<file path="config.mk">
export PLATFORM = sky130hd
export DESIGN_NAME = display_window_clip_writer_unit
export DESIGN_NICKNAME = d
export VERILOG_FILES = /design/src/rtl/dwcw_pkg.sv /design/src/rtl/display_window_clip_writer_unit.sv /design/src/rtl/dwcw_front.sv /design/src/rtl/dwcw_fifo.sv /design/src/rtl/dwcw_back.sv
export SDC_FILE = /design/constraint.sdc
export NUM_CORES = 1
export LEC_CHECK = 0
export ABC_CLOCK_PERIOD_IN_PS = 8950
export BUFFER_PORTS_ARGS = -buffer_cell sky130_fd_sc_hd__buf_2
export CORE_ASPECT_RATIO = 0.75
export CORE_UTILIZATION = 45
export DETAILED_ROUTE_END_ITERATION = 8
export PLACE_DENSITY_LB_ADDON = 0.2
export SYNTH_ARGS = -nofsm -noshare
export SYNTH_HDL_FRONTEND = slang
export SYNTH_SLANG_ARGS = --single-unit
</file>
<file path="constraint.sdc">
create_clock -name clk_i -period 8.95 [get_ports clk_i]
set_input_delay 0.895 -clock clk_i [delete_from_list [all_inputs] [get_ports clk_i]]
set_output_delay 0.895 -clock clk_i [all_outputs]
set_load 0.005 [all_outputs]
</file>
<file path="src/rtl/dwcw_pkg.sv">
// Shared types, constants and helpers for the display window clip writer.
`timescale 1ns / 1ps
`default_nettype none

package dwcw_pkg;

  // Width of on-screen coordinates; the panel is at most 2^COORD_BITS wide and high.
  localparam int unsigned COORD_BITS = 11;
  localparam int unsigned SIZE_BITS  = 12;
  localparam int unsigned WORD_BITS  = 16;
  localparam int unsigned FIFO_DEPTH = 4;
  localparam int unsigned FIFO_PTR_BITS = $clog2(FIFO_DEPTH);
  localparam int unsigned FIFO_CNT_BITS = $clog2(FIFO_DEPTH + 1);

  localparam logic [SIZE_BITS-1:0] SCREEN_WIDTH_RST  = 12'd800;
  localparam logic [SIZE_BITS-1:0] SCREEN_HEIGHT_RST = 12'd480;

  // Panel command codes
  localparam logic [7:0] CMD_COLUMN_SET   = 8'h2A;
  localparam logic [7:0] CMD_PAGE_SET     = 8'h2B;
  localparam logic [7:0] CMD_MEMORY_WRITE = 8'h2C;

  // Configuration register indexes
  localparam logic CFG_SCREEN_WIDTH  = 1'b0;
  localparam logic CFG_SCREEN_HEIGHT = 1'b1;

  // Input opcodes
  localparam logic OP_AREA  = 1'b0;
  localparam logic OP_PIXEL = 1'b1;

  typedef enum logic [1:0] {
    KIND_CMD   = 2'd0,
    KIND_PARAM = 2'd1,
    KIND_DATA  = 2'd2,
    KIND_DONE  = 2'd3
  } write_kind_e;

  typedef enum logic {
    JOB_AREA  = 1'b0,
    JOB_PIXEL = 1'b1
  } job_kind_e;

  // Index of the last word of an area command burst (2 x 5 + memory write).
  localparam logic [3:0] AREA_LAST_IDX = 4'd10;

  // One unit of work handed from the front to the back.
  typedef struct packed {
    job_kind_e                kind;
    logic                     has_data;
    logic                     has_done;
    logic [WORD_BITS-1:0]     pixel;
    logic [COORD_BITS-1:0]    col_start;
    logic [COORD_BITS-1:0]    col_end;
    logic [COORD_BITS-1:0]    page_start;
    logic [COORD_BITS-1:0]    page_end;
  } job_t;

  typedef struct packed {
    logic full;
    logic empty;
  } fifo_status_t;

  // Largest valid index for a screen extent: zero acts as one, clamp to 2^COORD_BITS.
  function automatic logic [COORD_BITS-1:0] max_index(input logic [SIZE_BITS-1:0] v);
    logic [16:0] lim;
    logic [16:0] v_ext;
    lim   = 17'(1) << COORD_BITS;
    v_ext = 17'(v);
    if (v == '0) begin
      max_index = '0;
    end else if (v_ext > lim) begin
      max_index = COORD_BITS'(lim - 17'd1);
    end else begin
      max_index = COORD_BITS'(v_ext - 17'd1);
    end
  endfunction

endpackage

`default_nettype wire

</file>
<file path="src/rtl/display_window_clip_writer_unit.sv">
// Top level of the display window clip writer: front, job queue and back.
`timescale 1ns / 1ps
`default_nettype none

// A flush area word (tuser 0) opens a window; pixel words (tuser 1) follow in row order.
// An area wholly off screen, or inverted, is dropped with its pixels and gives no completion.
// Otherwise the area is clipped to the screen and mirrored in both axes, and the block sends
// column set and page set commands with four parameter bytes each, then memory write: eleven
// words on the master side, one per cycle while tready is high. Pixels inside the clip window
// follow as data words, and a done word closes the area after its last pixel; tlast marks the
// final word caused by each input word. The slave side takes one word per cycle while the
// four-entry job queue has room. While tready is high the master side sends one word per
// cycle from its output register and the sustained pixel rate is one per cycle; an area start
// gives eleven words, a closing pixel inside the clip window two and one outside it one.
// Screen size registers: index 0 width, index 1 height, 12 bits; zero acts as one and sizes
// above 2048 act as 2048. Write them only while the block is idle.
module display_window_clip_writer_unit (
  input  wire logic        clk_i,
  input  wire logic        rst_ni,
  // configuration
  input  wire logic        cfg_we_i,
  input  wire logic        cfg_index_i,
  input  wire logic [11:0] cfg_data_i,
  // input words
  input  wire logic        s_axis_tvalid,
  output logic             s_axis_tready,
  // [15:0] area_left, [31:16] area_top, [47:32] area_right, [63:48] area_bottom,
  // [79:64] pixel_value
  input  wire logic [79:0] s_axis_tdata,
  // [0] opcode
  input  wire logic [0:0]  s_axis_tuser,
  // result words
  output logic             m_axis_tvalid,
  input  wire logic        m_axis_tready,
  // [15:0] bus_word
  output logic [15:0]      m_axis_tdata,
  // [1:0] write_kind
  output logic [1:0]       m_axis_tuser,
  // last_of_run
  output logic             m_axis_tlast
);

  logic                   push, pop;
  dwcw_pkg::job_t         push_job, head_job;
  dwcw_pkg::fifo_status_t fifo_status;

  // Classify input words and hold area and cursor state.
  dwcw_front u_front (
    .clk_i         (clk_i),
    .rst_ni        (rst_ni),
    .cfg_we_i      (cfg_we_i),
    .cfg_index_i   (cfg_index_i),
    .cfg_data_i    (cfg_data_i),
    .in_valid_i    (s_axis_tvalid),
    .in_ready_o    (s_axis_tready),
    .opcode_i      (s_axis_tuser[0]),
    .in_data_i     (s_axis_tdata),
    .fifo_status_i (fifo_status),
    .push_o        (push),
    .job_o         (push_job)
  );

  // Decouple the two sides so each can stall on its own.
  dwcw_fifo u_fifo (
    .clk_i      (clk_i),
    .rst_ni     (rst_ni),
    .push_i     (push),
    .push_job_i (push_job),
    .pop_i      (pop),
    .head_job_o (head_job),
    .status_o   (fifo_status)
  );

  // Expand each job into bus words.
  dwcw_back u_back (
    .clk_i         (clk_i),
    .rst_ni        (rst_ni),
    .head_job_i    (head_job),
    .fifo_status_i (fifo_status),
    .pop_o         (pop),
    .out_valid_o   (m_axis_tvalid),
    .out_ready_i   (m_axis_tready),
    .out_kind_o    (m_axis_tuser),
    .out_word_o    (m_axis_tdata),
    .out_last_o    (m_axis_tlast)
  );

  // The front never queues a job into a full queue.
  a_no_overflow: assert property (@(posedge clk_i) disable iff (!rst_ni)
    !(push && fifo_status.full))
    else $error("job pushed into full queue");

  // The back only retires a job that is present.
  a_no_underflow: assert property (@(posedge clk_i) disable iff (!rst_ni)
    !(pop && fifo_status.empty))
    else $error("job popped from empty queue");

  // A done word always ends its run and carries a zero bus word.
  a_done_shape: assert property (@(posedge clk_i) disable iff (!rst_ni)
    (m_axis_tvalid && m_axis_tuser == dwcw_pkg::KIND_DONE) |->
      (m_axis_tlast && m_axis_tdata == 16'h0000))
    else $error("malformed done word");

  // Retiring a job loads its final word into the output register.
  a_pop_last: assert property (@(posedge clk_i) disable iff (!rst_ni)
    pop |=> (m_axis_tvalid && m_axis_tlast))
    else $error("job retired without final word");

endmodule

`default_nettype wire

</file>
<file path="src/rtl/dwcw_front.sv">
// Front part: accepts input words, tracks the area and cursor, queues jobs.
`timescale 1ns / 1ps
`default_nettype none

module dwcw_front (
  input  wire logic                          clk_i,
  input  wire logic                          rst_ni,
  input  wire logic                          cfg_we_i,
  input  wire logic                          cfg_index_i,
  input  wire logic [dwcw_pkg::SIZE_BITS-1:0] cfg_data_i,
  input  wire logic                          in_valid_i,
  output logic                               in_ready_o,
  input  wire logic                          opcode_i,
  input  wire logic [79:0]                   in_data_i,
  input  wire dwcw_pkg::fifo_status_t        fifo_status_i,
  output logic                               push_o,
  output dwcw_pkg::job_t                     job_o
);

  logic [dwcw_pkg::SIZE_BITS-1:0] screen_w_q, screen_h_q;
  logic                           active_q, active_d;
  logic [dwcw_pkg::COORD_BITS-1:0] clip_l_q, clip_t_q, clip_r_q, clip_b_q;
  logic [dwcw_pkg::COORD_BITS-1:0] clip_l_d, clip_t_d, clip_r_d, clip_b_d;
  logic signed [15:0] full_l_q, full_r_q, full_b_q, full_l_d, full_r_d, full_b_d;
  logic signed [15:0] cur_c_q, cur_r_q, cur_c_d, cur_r_d;

  logic [dwcw_pkg::COORD_BITS-1:0] wmax, hmax;
  logic signed [16:0] wmax_s, hmax_s;
  logic signed [15:0] l_in, t_in, r_in, b_in;
  logic signed [16:0] l_s, t_s, r_s, b_s;
  logic               accept, off_screen, in_window, is_last;

  assign l_in = in_data_i[15:0];
  assign t_in = in_data_i[31:16];
  assign r_in = in_data_i[47:32];
  assign b_in = in_data_i[63:48];
  assign l_s  = 17'(l_in);
  assign t_s  = 17'(t_in);
  assign r_s  = 17'(r_in);
  assign b_s  = 17'(b_in);

  assign wmax   = dwcw_pkg::max_index(screen_w_q);
  assign hmax   = dwcw_pkg::max_index(screen_h_q);
  assign wmax_s = $signed(17'(wmax));
  assign hmax_s = $signed(17'(hmax));

  assign in_ready_o = !fifo_status_i.full;
  assign accept     = in_valid_i && in_ready_o;

  assign off_screen = (r_in < l_in) || (b_in < t_in) || (r_in < 16'sd0) || (b_in < 16'sd0) ||
                      (l_s > wmax_s) || (t_s > hmax_s);

  assign in_window = (17'(cur_c_q) >= $signed(17'(clip_l_q))) &&
                     (17'(cur_c_q) <= $signed(17'(clip_r_q))) &&
                     (17'(cur_r_q) >= $signed(17'(clip_t_q))) &&
                     (17'(cur_r_q) <= $signed(17'(clip_b_q)));
  assign is_last   = (cur_c_q == full_r_q) && (cur_r_q == full_b_q);

  always_comb begin
    active_d = active_q;
    clip_l_d = clip_l_q;
    clip_t_d = clip_t_q;
    clip_r_d = clip_r_q;
    clip_b_d = clip_b_q;
    full_l_d = full_l_q;
    full_r_d = full_r_q;
    full_b_d = full_b_q;
    cur_c_d  = cur_c_q;
    cur_r_d  = cur_r_q;
    push_o   = 1'b0;
    job_o    = '0;
    job_o.pixel = in_data_i[79:64];

    if (accept) begin
      if (opcode_i == dwcw_pkg::OP_AREA) begin
        active_d = 1'b0;
        if (!off_screen) begin
          clip_l_d = (l_in < 16'sd0) ? '0 : l_in[dwcw_pkg::COORD_BITS-1:0];
          clip_t_d = (t_in < 16'sd0) ? '0 : t_in[dwcw_pkg::COORD_BITS-1:0];
          clip_r_d = (r_s > wmax_s) ? wmax : r_in[dwcw_pkg::COORD_BITS-1:0];
          clip_b_d = (b_s > hmax_s) ? hmax : b_in[dwcw_pkg::COORD_BITS-1:0];
          full_l_d = l_in;
          full_r_d = r_in;
          full_b_d = b_in;
          cur_c_d  = l_in;
          cur_r_d  = t_in;
          active_d = 1'b1;
          push_o   = 1'b1;
          job_o.kind       = dwcw_pkg::JOB_AREA;
          // Mirror both axes: start comes from the far clip edge.
          job_o.col_start  = wmax - clip_r_d;
          job_o.col_end    = wmax - clip_l_d;
          job_o.page_start = hmax - clip_b_d;
          job_o.page_end   = hmax - clip_t_d;
        end
      end else if (active_q) begin
        job_o.kind     = dwcw_pkg::JOB_PIXEL;
        job_o.has_data = in_window;
        job_o.has_done = is_last;
        push_o         = in_window || is_last;
        if (is_last) begin
          active_d = 1'b0;
        end else if (cur_c_q >= full_r_q) begin
          cur_c_d = full_l_q;
          cur_r_d = cur_r_q + 16'sd1;
        end else begin
          cur_c_d = cur_c_q + 16'sd1;
        end
      end
    end
  end

  always_ff @(posedge clk_i or negedge rst_ni) begin
    if (!rst_ni) begin
      screen_w_q <= dwcw_pkg::SCREEN_WIDTH_RST;
      screen_h_q <= dwcw_pkg::SCREEN_HEIGHT_RST;
      active_q   <= 1'b0;
      clip_l_q   <= '0;
      clip_t_q   <= '0;
      clip_r_q   <= '0;
      clip_b_q   <= '0;
      full_l_q   <= '0;
      full_r_q   <= '0;
      full_b_q   <= '0;
      cur_c_q    <= '0;
      cur_r_q    <= '0;
    end else begin
      if (cfg_we_i && cfg_index_i == dwcw_pkg::CFG_SCREEN_WIDTH) begin
        screen_w_q <= cfg_data_i;
      end
      if (cfg_we_i && cfg_index_i == dwcw_pkg::CFG_SCREEN_HEIGHT) begin
        screen_h_q <= cfg_data_i;
      end
      active_q <= active_d;
      clip_l_q <= clip_l_d;
      clip_t_q <= clip_t_d;
      clip_r_q <= clip_r_d;
      clip_b_q <= clip_b_d;
      full_l_q <= full_l_d;
      full_r_q <= full_r_d;
      full_b_q <= full_b_d;
      cur_c_q  <= cur_c_d;
      cur_r_q  <= cur_r_d;
    end
  end

endmodule

`default_nettype wire

</file>
<file path="src/rtl/dwcw_fifo.sv">
// Short job queue between the front and back parts.
`timescale 1ns / 1ps
`default_nettype none

module dwcw_fifo (
  input  wire logic              clk_i,
  input  wire logic              rst_ni,
  input  wire logic              push_i,
  input  wire dwcw_pkg::job_t    push_job_i,
  input  wire logic              pop_i,
  output dwcw_pkg::job_t         head_job_o,
  output dwcw_pkg::fifo_status_t status_o
);

  dwcw_pkg::job_t mem_q [dwcw_pkg::FIFO_DEPTH];
  logic [dwcw_pkg::FIFO_PTR_BITS-1:0] wr_ptr_q, rd_ptr_q;
  logic [dwcw_pkg::FIFO_CNT_BITS-1:0] count_q, count_d;
  logic do_push, do_pop;

  assign status_o.full  = (count_q == dwcw_pkg::FIFO_CNT_BITS'(dwcw_pkg::FIFO_DEPTH));
  assign status_o.empty = (count_q == '0);
  assign do_push = push_i && !status_o.full;
  assign do_pop  = pop_i && !status_o.empty;
  assign head_job_o = mem_q[rd_ptr_q];

  always_comb begin
    count_d = count_q;
    if (do_push && !do_pop) begin
      count_d = count_q + 1'b1;
    end else if (do_pop && !do_push) begin
      count_d = count_q - 1'b1;
    end
  end

  always_ff @(posedge clk_i) begin
    if (do_push) begin
      mem_q[wr_ptr_q] <= push_job_i;
    end
  end

  always_ff @(posedge clk_i or negedge rst_ni) begin
    if (!rst_ni) begin
      wr_ptr_q <= '0;
      rd_ptr_q <= '0;
      count_q  <= '0;
    end else begin
      if (do_push) begin
        wr_ptr_q <= wr_ptr_q + 1'b1;
      end
      if (do_pop) begin
        rd_ptr_q <= rd_ptr_q + 1'b1;
      end
      count_q <= count_d;
    end
  end

endmodule

`default_nettype wire

</file>
<file path="src/rtl/dwcw_back.sv">
// Back part: expands queued jobs into bus words behind an output register.
`timescale 1ns / 1ps
`default_nettype none

module dwcw_back (
  input  wire logic              clk_i,
  input  wire logic              rst_ni,
  input  wire dwcw_pkg::job_t    head_job_i,
  input  wire dwcw_pkg::fifo_status_t fifo_status_i,
  output logic                   pop_o,
  output logic                   out_valid_o,
  input  wire logic              out_ready_i,
  output logic [1:0]             out_kind_o,
  output logic [15:0]            out_word_o,
  output logic                   out_last_o
);

  logic [3:0]  idx_q, idx_d;
  logic        valid_q;
  logic [1:0]  kind_q;
  logic [15:0] word_q;
  logic        last_q;
  logic        load;
  dwcw_pkg::write_kind_e nxt_kind;
  logic [15:0] nxt_word;
  logic        nxt_last;
  logic [15:0] cs, ce, ps, pe;

  assign cs = 16'(head_job_i.col_start);
  assign ce = 16'(head_job_i.col_end);
  assign ps = 16'(head_job_i.page_start);
  assign pe = 16'(head_job_i.page_end);

  assign load = !valid_q || out_ready_i;

  always_comb begin
    nxt_kind = dwcw_pkg::KIND_CMD;
    nxt_word = '0;
    nxt_last = 1'b0;
    if (head_job_i.kind == dwcw_pkg::JOB_AREA) begin
      nxt_last = (idx_q == dwcw_pkg::AREA_LAST_IDX);
      case (idx_q)
        4'd0: begin
          nxt_word = 16'(dwcw_pkg::CMD_COLUMN_SET);
        end
        4'd1: begin
          nxt_kind = dwcw_pkg::KIND_PARAM;
          nxt_word = {8'h00, cs[15:8]};
        end
        4'd2: begin
          nxt_kind = dwcw_pkg::KIND_PARAM;
          nxt_word = {8'h00, cs[7:0]};
        end
        4'd3: begin
          nxt_kind = dwcw_pkg::KIND_PARAM;
          nxt_word = {8'h00, ce[15:8]};
        end
        4'd4: begin
          nxt_kind = dwcw_pkg::KIND_PARAM;
          nxt_word = {8'h00, ce[7:0]};
        end
        4'd5: begin
          nxt_word = 16'(dwcw_pkg::CMD_PAGE_SET);
        end
        4'd6: begin
          nxt_kind = dwcw_pkg::KIND_PARAM;
          nxt_word = {8'h00, ps[15:8]};
        end
        4'd7: begin
          nxt_kind = dwcw_pkg::KIND_PARAM;
          nxt_word = {8'h00, ps[7:0]};
        end
        4'd8: begin
          nxt_kind = dwcw_pkg::KIND_PARAM;
          nxt_word = {8'h00, pe[15:8]};
        end
        4'd9: begin
          nxt_kind = dwcw_pkg::KIND_PARAM;
          nxt_word = {8'h00, pe[7:0]};
        end
        default: begin
          nxt_word = 16'(dwcw_pkg::CMD_MEMORY_WRITE);
        end
      endcase
    end else if (head_job_i.has_data && idx_q == 4'd0) begin
      nxt_kind = dwcw_pkg::KIND_DATA;
      nxt_word = head_job_i.pixel;
      nxt_last = !head_job_i.has_done;
    end else begin
      nxt_kind = dwcw_pkg::KIND_DONE;
      nxt_last = 1'b1;
    end
  end

  always_comb begin
    pop_o = 1'b0;
    idx_d = idx_q;
    if (load && !fifo_status_i.empty) begin
      if (nxt_last) begin
        pop_o = 1'b1;
        idx_d = '0;
      end else begin
        idx_d = idx_q + 4'd1;
      end
    end
  end

  always_ff @(posedge clk_i or negedge rst_ni) begin
    if (!rst_ni) begin
      valid_q <= 1'b0;
      idx_q   <= '0;
    end else begin
      idx_q <= idx_d;
      if (load) begin
        valid_q <= !fifo_status_i.empty;
      end
    end
  end

  always_ff @(posedge clk_i) begin
    if (load) begin
      kind_q <= nxt_kind;
      word_q <= nxt_word;
      last_q <= nxt_last;
    end
  end

  assign out_valid_o = valid_q;
  assign out_kind_o  = kind_q;
  assign out_word_o  = word_q;
  assign out_last_o  = last_q;

endmodule

`default_nettype wire

</file>
-- Word-level counts from Yosys, hierarchy flattened
Memory sizes are Yosys's and may differ from the RTL's.
Index checks and enable logic that the tools add are counted.
- flip-flop bits (word level): 180
- memory bits (writable): 252
- bits of input ports: 99
- output and inout bits: 21
- word-level logic and storage cells: 153
- memories: 1
- memory list (name ; depth ; bits a word ; rd ports ; clocked after memory_dff ; write ports ; RTL line ; source):
    u_fifo.mem_q ; 4 ; 63 ; 1 ; 0 ; 1 ; dwcw_fifo.sv:15 ; dwcw_pkg::job_t mem_q [dwcw_pkg::FIFO_DEPTH];
- add/sub/neg operators: 13
- magnitude comparators: 17
- equal/unequal tests: 17
- muxes and demuxes: 47
- bitwise logic cells: 3
- reduce and logical (&&, ||, !) cells: 35
- operator list (cell ; count):
    $mux W16 ; 12
    $mux W44 ; 3
    $mux W11 ; 8
    $pmux W8 S10 ; 1
    $gt A16 B12 Y1 ; 4
    $lt A16 B1 Y1 const B ; 4
    $sub A11 B11 Y11 ; 4
    $add A16 B2 Y16 const B ; 2
    $eq A16 B16 Y1 ; 2
    $ge A16 B12 Y1 ; 2
    $le A16 B12 Y1 ; 2
    $lt A16 B16 Y1 ; 2
    $gt A12 B12 Y1 const B ; 2
    $logic_not A12 Y1 ; 2
    $sub A11 B1 Y11 const B ; 2
    $eq A4 B3 Y1 const B ; 4
    $ge A16 B16 Y1 ; 1
    $mux W1 ; 16
    $logic_and A1 B1 Y1 ; 13
    $eq A4 B4 Y1 const B ; 3
    $mux W3 ; 4
    $eq A4 B2 Y1 const B ; 2
    $reduce_or A8 Y1 ; 1
    $logic_or A1 B1 Y1 ; 7
    other kinds (18) ; 29

-- Longest topological paths before layout
- depth after elaboration: 14
- depth in mapped cells: 29
- gate-level depth less buffers: 26

-- Modules after synthesis
From an unflattened synthesis, not the netlist that was laid out.
- cells, all modules: 2048
- area total of the unflattened synthesis: 23989.3 um^2
- modules (own cells, without submodules) (module ; instances ; cells each ; area each (um^2) ; seq. area each (um^2)):
    dwcw_front ; 1 ; 1529 ; 12927.4 ; 3737.3
    dwcw_fifo ; 1 ; 365 ; 9511.6 ; 7742.4
    dwcw_back ; 1 ; 154 ; 1550.2 ; 695.7

-- Worst setup path before layout
No wires, ideal clock.
- kind: reg-to-reg
- start point: register u_front.screen_w_q[6] (netlist name)
- end point: memory u_fifo.mem_q[0][0] (netlist name) (enable)
- setup time: 0.428 ns
- arrival: 5.603 ns
- setup slack: 2.919 ns
- stages on the path, launching flop included: 18
- path buffers: 1
- clock period less this slack: 6.031 ns
- cell sequence: dfrtp_1 or4_4 or4_1 buf_4 nor2_2 o21ai_0 inv_1 ha_1 nor2b_1 o21a_1 o21a_1 o21a_1 o21ai_0 a21oi_1 a2111oi_2 a21oi_1 o21ai_1 and2_1
- longest elaborated chain between the ends: 12
- elaborated cells between the ends (all ways): 14
- ends and longest elaborated chain (element ; RTL line ; source):
    start: declaration ; dwcw_front.sv:20 ; logic [dwcw_pkg::SIZE_BITS-1:0] screen_w_q, screen_h_q;
    start signal: assignment ; dwcw_front.sv:115 ; screen_w_q <= dwcw_pkg::SCREEN_WIDTH_RST;
    start signal: assignment ; dwcw_front.sv:129 ; screen_w_q <= cfg_data_i;
    $sub A11 B1 Y11 / $gt A12 B12 Y1 (equally long branches) ; dwcw_pkg.sv:74, dwcw_pkg.sv:71 ;
    $mux W11 ; dwcw_pkg.sv:71 ; end else if (v_ext > lim) begin
    $mux W11 * ; dwcw_pkg.sv:69 ; if (v == '0) begin
    $gt A16 B12 Y1 * ; dwcw_front.sv:51 ; (l_s > wmax_s) || (t_s > hmax_s);
    $logic_or A1 B1 Y1 * ; dwcw_front.sv:50 ; assign off_screen = (r_in < l_in) || (b_in < t_in) || (r_in < 16'sd0) || (b_in < 16'sd0) ||
    $logic_or A1 B1 Y1 * ; dwcw_front.sv:51 ;
    $mux W1 * ; dwcw_front.sv:77 ; if (!off_screen) begin
    $mux W1 * ; dwcw_front.sv:75 ; if (opcode_i == dwcw_pkg::OP_AREA) begin
    $mux W1 * ; dwcw_front.sv:74 ; if (accept) begin
    $logic_and A1 B1 Y1 * ; dwcw_fifo.sv:22 ; assign do_push = push_i && !status_o.full;
    named net u_fifo.do_push ; dwcw_fifo.sv:18 ; logic do_push, do_pop;
    $mux W1 * ; dwcw_fifo.sv:36 ; if (do_push) begin
    $mux W1 (not written as such) * ; dwcw_fifo.sv:37 ; mem_q[wr_ptr_q] <= push_job_i;
    end: declaration ; dwcw_fifo.sv:15 ;
The timed path passes the listed nets; every way through them passes the cells marked *.

==> results.json <==
{
  "grt_usage_pct": 24.21,
  "cts_buffers": 45,
  "io_pins": 120,
  "dp.final_hpwl_um": 46730,
  "grt_start_max_net_pins": 77,
  "cts_max_path_buffers": 3,
  "cts_sinks": 432,
  "htree_levels": 2,
  "cp.buffers_inverters": 1,
  "drt_iter0_markers": 1547,
  "synth_cell_types": 82,
  "post-route-min-period_ns": 6.867,
  "rsz0062_at_grt": "false",
  "nets": 2443,
  "relSlewSlack_pct": 15.71,
  "die_h_um": 201.2,
  "topRoutingLayerUsed": "met5",
  "period_share_pct": 76.72,
  "vias_per_cell": 5.746,
  "fmax_mhz": 145.6,
  "synth_edf_count": 271,
  "setup_ws_ns": 2.083,
  "fp.dieW_um": 267.6,
  "critPathCaptureType": "flop",
  "tns_ns": 0,
  "critPathKind": "flop to flop",
  "setup_violations": 0,
  "core_um2": 51890,
  "async_reset_ff_share_pct": 37.27,
  "crit_fanout": 15,
  "r2r_start": "u_front.screen_h_q[0]",
  "drive_gt1_share_pct": 16.61,
  "slew_viol_final": 0,
  "hold_slack_ns": 0.2922,
  "status": "finished, final reports clean",
  "cpPeakStageDelay_ns": 0.65,
  "grt-ovfl-total": 0,
  "dieArea_um2": 53840,
  "area_growth_pct": 12.19,
  "syn-cell-area_um2": 23810,
  "crit_start": "u_front.screen_h_q[0]",
  "synthesis.nets": 2334,
  "final_cell_mix": "edfxtp_1 (271), nand2_1 (188), ha_1 (178)",
  "antenna_found_initial": 9,
  "finalWeightedCongestion": 0.9055,
  "vias": 16675,
  "cts_hold_buffers": 0,
  "met2_length_um": 27680,
  "wl_um": 64080,
  "cts_tree": "built",
  "grt_pass1_wl_um": 98520,
  "synth_ff_type": "edfxtp_1",
  "avgRoutedWirePerCell_um": 22.08,
  "portBuffers": 119,
  "cp-start-kind": "flop",
  "grt_pass1_vias": 16231,
  "cp_slowest_cell": "o311a_1",
  "drt_first_pass_iters": 5,
  "drt-met1-wl_um": 30040,
  "ys_ff_latch": 432,
  "post-route-drc-count": 0,
  "total_power_mw": 6.767,
  "hold_violations": 0,
  "yosys_warnings": 0,
  "max-vdd-ir-drop_uv": 174.3,
  "hold_class": "primary input to asynchronous set/reset pin",
  "path_cells": "inv_1 > ha_1 > or3b_1 > or2_2 > or3_1 > a21oi_1 > ha_1 > and3_1 > nor3b_1 > o21ai_0 > o311a_1 > mux2i_1 > fa_1 > a21oi_1 > o21ai_0 > a21oi_1 > a2111oi_0 > nor3_1 > o32ai_1 > a21oi_1 > or4_1 > nand2_1",
  "p_leak_nw": 11.25,
  "crit_arrival_ns": 7.30,
  "tightest_slew_ns": 1.253,
  "cts.repair.resized": 0,
  "synth_cells": 2052,
  "fin_skew_ns": 0.02711,
  "seq_area_frac_synth_pct": 51.14,
  "route.met3.wl_um": 5185,
  "clkLatencyLatePin_ns": 0.59,
  "antenna_left": 0,
  "path_clk_slew_ns": 0.06,
  "mostFrequentLayoutCell": "edfxtp_1",
  "post-place-ws_ns": 2.223,
  "cts_root_buf": "clkbuf_16",
  "cts_setup_buffers": 0,
  "num_rows": 72,
  "start_util_pct": 45.88,
  "cap_violations": 0,
  "post_synth.cell_area_avg_um2": 11.60,
  "cpMostUsedCell": "a21oi_1",
  "powerDensity_nw_per_um2": 253.4,
  "worst_path_dominant_cell_family": "compound AO/OA/AOI/OAI gates",
  "crit_required_ns": 9.38
}
metrics by stage:
| step | cell area (µm²) | util, % | instances |
|---|---|---|---|
| 2_1_floorplan | 23810 | - | 2052 |
| 3_3_place_gp | 25210 | 48.59 | 2817 |
| 6_report | 26710 | 51.48 | 2902 |
| 4_1_cts | 26710 | 51.47 | 2901 |
| 3_5_place_dp | 25210 | 48.59 | 2817 |
| 5_1_grt | 26710 | 51.47 | 2901 |
per-layer routing:
metal  GRT usage (%)  vias to the layer above
met1           36.18                     8286
met2           35.13                      518
met3           6.082                       82
met4           5.735                        4
met5               0                        -
li1                -                     7785
logic make-up (layout without fill, tap and decap cells):
| logic type | after synthesis | in the layout | share of synthesized area (%) |
|---|---|---|---|
| flip-flops | 432 | 432 | 51.14 |
| AND/OR/NAND/NOR | 510 | 510 | 10.28 |
| AO/OA/AOI/OAI | 432 | 432 | 11.51 |
| buffers and inverters | 256 | 402 | 4.073 |
| multiplexers | 156 | 156 | 10.16 |
| XOR/XNOR | 81 | 81 | 2.980 |
| other | 0 | 1 | 0 |
| adder cells (fa/ha/maj) | 185 | 185 | 9.859 |
cell type report:
| class | count | area (µm²) |
|---|---|---|
| Antenna cell | 1 | 2.502 |
| Clock buffer | 59 | 1209 |
| Clock inverter | 25 | 287.8 |
| Fill cell | 4567 | 25180 |
| Inverter | 173 | 649.4 |
| Multi-Input combinational cell | 1364 | 10710 |
| Sequential cell | 432 | 12180 |
| Tap cell | 703 | 879.6 |
| Timing Repair Buffer | 145 | 797.0 |
sequential cells by signal, summed over array words and instances (netlist names), 12 cells and up:
name and flops:
u_front.full_r_q 16, u_front.full_l_q 16, u_front.full_b_q 16, u_front.screen_h_q 12, u_back.out_word_o 16, u_fifo.mem_q 252
u_front.cur_c_q 16, u_front.cur_r_q 16, u_front.screen_w_q 12
cells in the mapped netlist (14+ instances only):
library cell	instances	area share, %
mux2_2	45	2.1
dfrtp_1	154	16
xnor2_1	47	1.7
nand4_1	17	0.45
edfxtp_1	271	34
nand2_1	189	3.0
xor2_1	34	1.3
mux2i_1	41	1.7
nor3_1	34	0.71
nor2b_1	27	0.71
o21ai_0	97	2.0
a21oi_1	104	2.2
and3_1	23	0.60
clkbuf_1	68	1.1
o21a_1	27	0.85
inv_1	169	2.7
nor2_1	101	1.6
nand3_1	33	0.69
a21o_1	26	0.82
mux4_2	63	6.0
o21ai_1	42	0.88
nor4_1	14	0.37
ha_1	178	9.4
power breakdown:
group          internal (mW)  total [mW]  switching, mW
Combinational           1.02        2.26           1.25
Clock                   1.11        1.92          0.810
Sequential              2.34        2.59          0.250
path summary, 6_finish.rpt:
kind	cells past startpoint	end	slack, ns
setup reg to reg	22	u_fifo.mem_q[0][21]	2.08
min in group clk_i	2	u_front.full_l_q[15]	0.48
setup / recovery	22	u_fifo.mem_q[0][21]	2.08
max in group asynchronous	2	u_fifo.rd_ptr_q[0]	7.38
hold reg to reg	2	u_front.full_l_q[15]	0.48
hold / removal	1	u_front.full_r_q[5]	0.29
Note: power is estimated with default switching activity, not from simulation.
